--- src/sv/mntu_pkg.sv ---
// Package for the modular number theory unit.
// Holds the shared widths and the divider request and response types.
// No dependencies.
package mntu_pkg;
	localparam int W  = 32;
	localparam int DW = 2 * W;
	localparam int CW = $clog2(DW);
	localparam logic [W-1:0] MOD_RESET = W'(1000000007);

	typedef enum logic [1:0] {
		K_POW = 2'd0,
		K_INV = 2'd1,
		K_GCD = 2'd2,
		K_LCM = 2'd3
	} kind_t;

	typedef struct packed {
		logic          start;
		logic [DW-1:0] dividend;
		logic [W-1:0]  divisor;
	} div_req_t;

	typedef struct packed {
		logic          busy;
		logic          done;
		logic [DW-1:0] quotient;
		logic [W-1:0]  remainder;
	} div_rsp_t;
endpackage

--- src/sv/modular_number_theory_unit.sv ---
// Modular power, modular inverse, gcd and lcm on one shared divider and multiplier.
// Each modular product or Euclid step costs one 64-step division plus its sequencing states;
// a 32-bit power needs at most 63 products.
// One transaction at a time: busy stays high until done pulses; the receiver cannot stall.
// Reset clears the sequencer and loads the modulus with 1000000007.
// Depends on mntu_pkg and mntu_div.
module modular_number_theory_unit (
	input  logic                  clk,
	input  logic                  arst_n,
	input  logic                  start,
	output logic                  busy,
	input  logic [1:0]            kind,
	input  logic [mntu_pkg::W-1:0] operand_a,
	input  logic [mntu_pkg::W-1:0] operand_b,
	input  logic                  cfg_we,
	input  logic [mntu_pkg::W-1:0] cfg_wdata,
	output logic                  done,
	output logic [2*mntu_pkg::W-1:0] result,
	output logic                  undefined
);
	import mntu_pkg::*;

	typedef enum logic [3:0] {
		IDLE, PW_MUL, PW_DIV, PW_WAIT, IV_DIV, IV_WAIT, IV_MUL, IV_UPD, IV_FIX,
		GC_DIV, GC_WAIT, LC_DIV, LC_WAIT, LC_MUL
	} state_t;

	state_t          state_q;
	kind_t           kind_q;
	logic [W-1:0]    mod_q;
	logic [W-1:0]    x_q, y_q, e_q, a_q, b_q;
	logic            sq_q;
	logic signed [W+2:0] cu_q, cv_q;
	logic [DW-1:0]   prod_q;
	logic            done_q, undef_q;
	logic [DW-1:0]   res_q;

	div_req_t        div_req;
	div_rsp_t        div_rsp;

	logic [W-1:0]    mul_a;
	logic [W:0]      mul_b;
	logic [DW:0]     prod;
	logic [W+2:0]    cv_abs;
	logic signed [W+2:0] term, cv_next, fix1, fix2, m_ext;

	mntu_div u_div (
		.clk    (clk),
		.arst_n (arst_n),
		.req    (div_req),
		.rsp    (div_rsp)
	);

	assign cv_abs = cv_q[W+2] ? -cv_q : cv_q;
	assign m_ext  = $signed({3'b000, mod_q});

	// The single multiplier, shared by power, inverse and lcm.
	always_comb begin
		mul_a = x_q;
		mul_b = {1'b0, y_q};
		case (state_q)
			PW_MUL: begin
				mul_a = sq_q ? y_q : x_q;
				mul_b = {1'b0, y_q};
			end
			IV_MUL: begin
				mul_a = e_q;
				mul_b = cv_abs[W:0];
			end
			LC_MUL: begin
				mul_a = e_q;
				mul_b = {1'b0, b_q};
			end
			default: begin
				mul_a = x_q;
				mul_b = {1'b0, y_q};
			end
		endcase
		prod = mul_a * mul_b;
	end

	always_comb begin
		div_req.start    = 1'b0;
		div_req.dividend = {{W{1'b0}}, x_q};
		div_req.divisor  = y_q;
		case (state_q)
			PW_DIV: begin
				div_req.start    = 1'b1;
				div_req.dividend = prod_q;
				div_req.divisor  = mod_q;
			end
			IV_DIV, GC_DIV: begin
				div_req.start = (y_q != '0);
			end
			LC_DIV: begin
				div_req.start    = 1'b1;
				div_req.dividend = {{W{1'b0}}, a_q};
				div_req.divisor  = x_q;
			end
			default: begin
				div_req.start = 1'b0;
			end
		endcase
	end

	// Coefficient update and the final reduction into 0..m-1.
	assign term    = cv_q[W+2] ? -$signed(prod_q[W+2:0]) : $signed(prod_q[W+2:0]);
	assign cv_next = cu_q - term;
	assign fix1    = cu_q[W+2] ? cu_q + m_ext : cu_q;
	assign fix2    = (fix1 >= m_ext) ? fix1 - m_ext : fix1;

	always_ff @(posedge clk or negedge arst_n) begin
		if (!arst_n) begin
			state_q <= IDLE;
			kind_q  <= K_POW;
			mod_q   <= MOD_RESET;
			x_q     <= '0;
			y_q     <= '0;
			e_q     <= '0;
			a_q     <= '0;
			b_q     <= '0;
			sq_q    <= 1'b0;
			cu_q    <= '0;
			cv_q    <= '0;
			prod_q  <= '0;
			done_q  <= 1'b0;
			undef_q <= 1'b0;
			res_q   <= '0;
		end else begin
			done_q <= 1'b0;
			if (cfg_we) begin
				mod_q <= cfg_wdata;
			end
			case (state_q)
				IDLE: begin
					if (start) begin
						kind_q  <= kind_t'(kind);
						a_q     <= operand_a;
						b_q     <= operand_b;
						undef_q <= 1'b0;
						case (kind_t'(kind))
							K_POW: begin
								x_q  <= W'(1);
								y_q  <= operand_a;
								e_q  <= operand_b;
								sq_q <= ~operand_b[0];
								if (operand_b == '0) begin
									res_q   <= DW'(1);
									done_q  <= 1'b1;
								end else if (mod_q == '0) begin
									res_q   <= '0;
									done_q  <= 1'b1;
								end else begin
									state_q <= PW_MUL;
								end
							end
							K_INV: begin
								x_q  <= operand_a;
								y_q  <= mod_q;
								cu_q <= (W+3)'(1);
								cv_q <= '0;
								if (mod_q == '0) begin
									res_q   <= '0;
									done_q  <= 1'b1;
								end else begin
									state_q <= IV_DIV;
								end
							end
							default: begin
								x_q     <= operand_a;
								y_q     <= operand_b;
								state_q <= GC_DIV;
							end
						endcase
					end
				end
				PW_MUL: begin
					prod_q  <= prod[DW-1:0];
					state_q <= PW_DIV;
				end
				PW_DIV: begin
					state_q <= PW_WAIT;
				end
				PW_WAIT: begin
					if (div_rsp.done) begin
						if (!sq_q) begin
							x_q <= div_rsp.remainder;
							if (e_q[W-1:1] == '0) begin
								res_q   <= {{W{1'b0}}, div_rsp.remainder};
								done_q  <= 1'b1;
								state_q <= IDLE;
							end else begin
								sq_q    <= 1'b1;
								state_q <= PW_MUL;
							end
						end else begin
							y_q     <= div_rsp.remainder;
							e_q     <= e_q >> 1;
							sq_q    <= ~e_q[1];
							state_q <= PW_MUL;
						end
					end
				end
				IV_DIV: begin
					state_q <= (y_q == '0) ? IV_FIX : IV_WAIT;
				end
				IV_WAIT: begin
					if (div_rsp.done) begin
						e_q     <= div_rsp.quotient[W-1:0];
						x_q     <= y_q;
						y_q     <= div_rsp.remainder;
						state_q <= IV_MUL;
					end
				end
				IV_MUL: begin
					prod_q  <= prod[DW-1:0];
					state_q <= IV_UPD;
				end
				IV_UPD: begin
					cu_q    <= cv_q;
					cv_q    <= cv_next;
					state_q <= IV_DIV;
				end
				IV_FIX: begin
					res_q   <= {{W{1'b0}}, fix2[W-1:0]};
					done_q  <= 1'b1;
					state_q <= IDLE;
				end
				GC_DIV: begin
					if (y_q != '0) begin
						state_q <= GC_WAIT;
					end else if (kind_q == K_GCD) begin
						res_q   <= {{W{1'b0}}, x_q};
						done_q  <= 1'b1;
						state_q <= IDLE;
					end else if (x_q == '0) begin
						// Both operands zero: the lcm has no value.
						res_q   <= '0;
						undef_q <= 1'b1;
						done_q  <= 1'b1;
						state_q <= IDLE;
					end else begin
						state_q <= LC_DIV;
					end
				end
				GC_WAIT: begin
					if (div_rsp.done) begin
						x_q     <= y_q;
						y_q     <= div_rsp.remainder;
						state_q <= GC_DIV;
					end
				end
				LC_DIV: begin
					state_q <= LC_WAIT;
				end
				LC_WAIT: begin
					if (div_rsp.done) begin
						e_q     <= div_rsp.quotient[W-1:0];
						state_q <= LC_MUL;
					end
				end
				LC_MUL: begin
					res_q   <= prod[DW-1:0];
					done_q  <= 1'b1;
					state_q <= IDLE;
				end
				default: begin
					state_q <= IDLE;
				end
			endcase
		end
	end

	assign busy      = (state_q != IDLE);
	assign done      = done_q;
	assign result    = res_q;
	assign undefined = undef_q;

	a_done_idle: assert property (@(posedge clk) disable iff (!arst_n)
		done |-> !busy)
		else $error("result strobe while a transaction is still running");

	a_div_free: assert property (@(posedge clk) disable iff (!arst_n)
		div_req.start |-> (!div_rsp.busy && div_req.divisor != '0))
		else $error("divider started while busy or with a zero divisor");

	a_undef_zero: assert property (@(posedge clk) disable iff (!arst_n)
		(done && undefined) |-> (result == '0))
		else $error("undefined lcm with a nonzero result");

	a_start_busy: assert property (@(posedge clk) disable iff (!arst_n)
		(start && !busy && kind_t'(kind) == K_GCD) |=> busy)
		else $error("gcd transaction did not enter the sequencer");
endmodule

--- src/sv/mntu_div.sv ---
// Restoring radix-2 divider, 64-bit dividend by 32-bit divisor.
// One quotient bit per cycle; depends on mntu_pkg.
module mntu_div (
	input  logic               clk,
	input  logic               arst_n,
	input  mntu_pkg::div_req_t req,
	output mntu_pkg::div_rsp_t rsp
);
	import mntu_pkg::*;

	logic          run_q;
	logic          done_q;
	logic [CW-1:0] cnt_q;
	logic [DW-1:0] dvd_q;
	logic [W-1:0]  rem_q;
	logic [W-1:0]  d_q;
	logic [W:0]    sh;
	logic [W:0]    diff;
	logic          ge;

	assign sh   = {rem_q, dvd_q[DW-1]};
	assign ge   = sh >= {1'b0, d_q};
	assign diff = sh - {1'b0, d_q};

	always_ff @(posedge clk or negedge arst_n) begin
		if (!arst_n) begin
			run_q  <= 1'b0;
			done_q <= 1'b0;
			cnt_q  <= '0;
			dvd_q  <= '0;
			rem_q  <= '0;
			d_q    <= '0;
		end else begin
			done_q <= 1'b0;
			if (req.start) begin
				run_q <= 1'b1;
				cnt_q <= '0;
				dvd_q <= req.dividend;
				rem_q <= '0;
				d_q   <= req.divisor;
			end else if (run_q) begin
				// The quotient bits shift in where the dividend bits leave.
				dvd_q <= {dvd_q[DW-2:0], ge};
				rem_q <= ge ? diff[W-1:0] : sh[W-1:0];
				cnt_q <= cnt_q + 1'b1;
				if (cnt_q == CW'(DW - 1)) begin
					run_q  <= 1'b0;
					done_q <= 1'b1;
				end
			end
		end
	end

	assign rsp.busy      = run_q;
	assign rsp.done      = done_q;
	assign rsp.quotient  = dvd_q;
	assign rsp.remainder = rem_q;
endmodule
--- config.mk ---
export PLATFORM = sky130hd
export DESIGN_NAME = modular_number_theory_unit
export DESIGN_NICKNAME = d
export VERILOG_FILES = /design/src/sv/mntu_pkg.sv /design/src/sv/modular_number_theory_unit.sv /design/src/sv/mntu_div.sv
export SDC_FILE = /design/constraint.sdc
export NUM_CORES = 2
export LEC_CHECK = 0
export BUFFER_PORTS_ARGS = -buffer_cell sky130_fd_sc_hd__buf_2
export CAP_MARGIN = 20
export CORE_ASPECT_RATIO = 0.8
export CORE_MARGIN = 2
export CORE_UTILIZATION = 55
export CTS_CLUSTER_DIAMETER = 100
export DETAILED_ROUTE_END_ITERATION = 8
export PLACE_DENSITY = 0.78
export SYNTH_ARGS = -nofsm -noshare
export SYNTH_HDL_FRONTEND = slang
export SYNTH_SLANG_ARGS = --single-unit
--- constraint.sdc ---
create_clock -name clk -period 13.7 [get_ports clk]
set_clock_uncertainty 0.05 [all_clocks]
set_input_delay 2.055 -clock clk [delete_from_list [all_inputs] [get_ports clk]]
set_output_delay 2.055 -clock clk [all_outputs]
set_load 0.01 [all_outputs]
==> flow_summary.toml <==
[place]
gp_congestion = 1.115
io_buffers = 168
dp_slack_ps = 1644
dpl_cell_area_um2 = 70140
dp_hpwl_um = 244800

[routing]
dr.pass1.iters = 9
vias = 62940
drc = 132
drt.antenna.violating_nets = 0
drt_iter0_markers = 10670
avgRoutedWirePerCell_um = 34.27
wl_um = 318000
viasPerCell = 6.782

[synthesis]
yosys_warnings = 0
synth.cell_area_um2 = 67340
synth_enable_flop_cells = 0
ys_seq_area_share_pct = 19.91
synth_fp_nets = 9086
ys_ff_latch = 535
synth_flop_cell = "dfrtp_1"
ys_async_sr_fraction_pct = 100.0
netlist_instances = 7664
synth_cell_types = 92
synth_area_per_cell_um2 = 8.786

[sta]
fin_crit_ps = 12450
worst_slew_pin_slew_ps = 1377
slew_violations = 0
setup-violations-final = 0
rsz0062_at_grt = "false"
hold_viol_final = 0
max_freq_mhz = 80.33
fin_hold_ws_ps = 431.0
setup_ws_ps = 1252
slew_headroom_pct = 8.214
tns_ps = 0
post-route-period-util_pct = 90.86

[floorplanning]
design.core.area_um2 = 121100
dieArea_um2 = 125300
fp.dieH_um = 317.0
initial_core_util_pct = 55.61
fp.dieW_um = 395.2
ios = 169
rows = 114

[layout]
stdcell_area_um2 = 72280
syn2layout_area_growth_pct = 7.330
drive_gt1_share_pct = 9.159
fin_nets = 8994

[clocking]
cts_tree = "yes"
cts_max_level = 2
clockBufferDepth = 3
clk_latency_ps = 720
post_cts_resized = 0
clk_pin_slew_worst_paths_ps = 60
cts_hold_buf = 0
cts_setup_buffers = 0
cts_buffers = 58
cts.sinks = 535
cts_root_buf = "clkbuf_16"

[outcome]
violations = "design-rule violations"
status = "finished, violations left"

[setup_path]
critPathRequiredTime_ps = 14140
cp_slowest_stage_delay_ps = 1010
startpoint_type = "register"
crit_fanout = 45
cpMostUsedCell = "fa_1"
endpoint_kind = "register"
cp_data_arrival_time_ps = 12880
critPathSlowestCell = "a221o_1"
ff2ff_path_depth = 29
crit_type = "reg -> reg"

[global_route]
grt_pass1_wl_um = 444700
antenna_found_initial = 37
grt_max_degree = 167
grt_usage_pct = 50.36
grt_overflow_total = 0
first_global_vias = 59780

[hold_path]
whs_path_depth = 2
hp-class = "reg -> reg"

[job]
drv_cap = 0
[registers in the layout (all words and copies together), names as in the netlist]
name / flops
cv_q: 35
a_q: 32
e_q: 32
x_q: 32
prod_q: 64
state_q: 4
u_div.rem_q: 32
u_div.dvd_q: 64
kind_q: 2
u_div.d_q: 32
undefined: 1
sq_q: 1
done: 1
b_q: 32
mod_q: 32
u_div.cnt_q: 6
result: 64
cu_q: 35
y_q: 32
u_div.run_q: 1
u_div.done_q: 1
[area by class of cell]
cell class / count / area, µm²
Clock buffer: 82 / 1702
Sequential cell: 535 / 13410
Timing Repair Buffer: 341 / 2183
Inverter: 1050 / 3941
Multi-Input combinational cell: 5586 / 48600
Clock inverter: 27 / 314.1
Tap cell: 1624 / 2032
Antenna cell: 36 / 90.09
Fill cell: 10580 / 48820
[layout by cell type (no fill, tap or decap), types with 25 or more instances in the layout]
cell          n
diode_2      36
nand4_1      45
xnor2_1     107
a221oi_2     48
nand3_1      45
nand2b_1     34
a22o_1       46
dfrtp_1     517
inv_1      1048
a21o_1      116
a222oi_1     55
a21oi_1     333
nor2_1      954
a22oi_1     107
buf_2       168
xor2_1      132
a211oi_1     66
mux2i_1     113
a221o_1      70
nor3_1       39
a31oi_1     130
buf_4       169
and2_1       47
ha_1        391
o31ai_1      32
o21bai_1     25
clkbuf_16    58
o21ai_0     282
nor2b_1      54
o221ai_1     26
nor4_1       49
mux2_2      128
nand2_1     895
fa_1        929
[worst max-delay path: cells and delay by family, from the launching register on]
kind / cells / cell delay (ps)
flip-flops: 1 / 720
adder cells (fa/ha/maj): 9 / 4720
AO/OA/AOI/OAI: 7 / 2720
AND/OR/NAND/NOR: 7 / 2530
XOR/XNOR: 1 / 160
buffers and inverters: 5 / 1270
[per-layer routing]
layer,global-route usage [%],part of all wire [%],vias to the layer above
met1,68.66,39,31130
met3,34.35,20,1023
li1,-,-,25150
met2,61.51,35,5593
met5,9.003,0.53,-
met4,16.08,4.4,43
[synthesized netlist by cell type, types with 11 or more instances]
cell type  number  area share, %
o21ai_0       282            2.1
xor2_1        132            1.7
a211o_1        11           0.14
a21boi_0       12           0.13
buf_2          13          0.097
ha_1          391            7.3
a221oi_1       60           0.78
mux2i_1       113            1.7
mux2_2        128            2.1
nand3_1        45           0.33
dfrtp_1       519             19
a221o_1        72            1.1
and2_1         47           0.44
dfstp_2        16           0.62
o21bai_1       25           0.28
nor3_1         41           0.30
a221oi_2       13           0.29
or4_1          11           0.12
a21oi_1       336            2.5
inv_1        1048            5.8
or3_1          15           0.14
a22o_1         46           0.60
xnor2_1       107            1.4
nand4_1        45           0.42
clkbuf_1      440            2.5
o31ai_1        32           0.36
o211ai_1       23           0.26
o221ai_1       26           0.34
nor2b_1        54           0.50
o21a_1         21           0.23
buf_1          37           0.21
nand2_1       897            5.0
nor2_1        962            5.4
nor4_1         49           0.46
nand2b_1       35           0.33
a21o_1        116            1.3
o41ai_1        13           0.17
a31oi_1       130            1.2
and3_1         25           0.23
a222oi_1       55           0.82
a22oi_1       107            1.2
fa_1          929             28
a211oi_1       66           0.74
[logic make-up (layout without fill, tap and decap cells)]
family / after synthesis / count (layout) / share of synthesized area [%]
buffers and inverters: 1543 / 1500 / 8.644
multiplexers: 241 / 241 / 3.820
adder cells (fa/ha/maj): 1320 / 1320 / 34.88
flip-flops: 535 / 535 / 19.91
XOR/XNOR: 240 / 240 / 3.133
AO/OA/AOI/OAI: 1522 / 1522 / 15.53
other: 0 / 36 / 0
AND/OR/NAND/NOR: 2263 / 2263 / 14.08
[path summary, 6_finish.rpt]
path,start,to,slack [ps]
setup / recovery,state_q[1],prod_q[62],1250
hold / removal,result[43],result[43],430
setup reg to reg,state_q[1],prod_q[62],1250
hold reg to reg,result[43],result[43],430
max in group asynchronous,arst_n,cv_q[34],9280
min in group asynchronous,arst_n,u_div.rem_q[11],1270
[stage by stage]
stage,cells,utilization [%]
finish,9281,59.68
global route,9258,59.64
CTS,9241,59.59
detailed placement,9132,57.92
global placement,9129,57.88
floorplan,7664,-
Power is not shown: default switching activity piles up to over one toggle a cycle in this logic, so the estimate is an artifact.
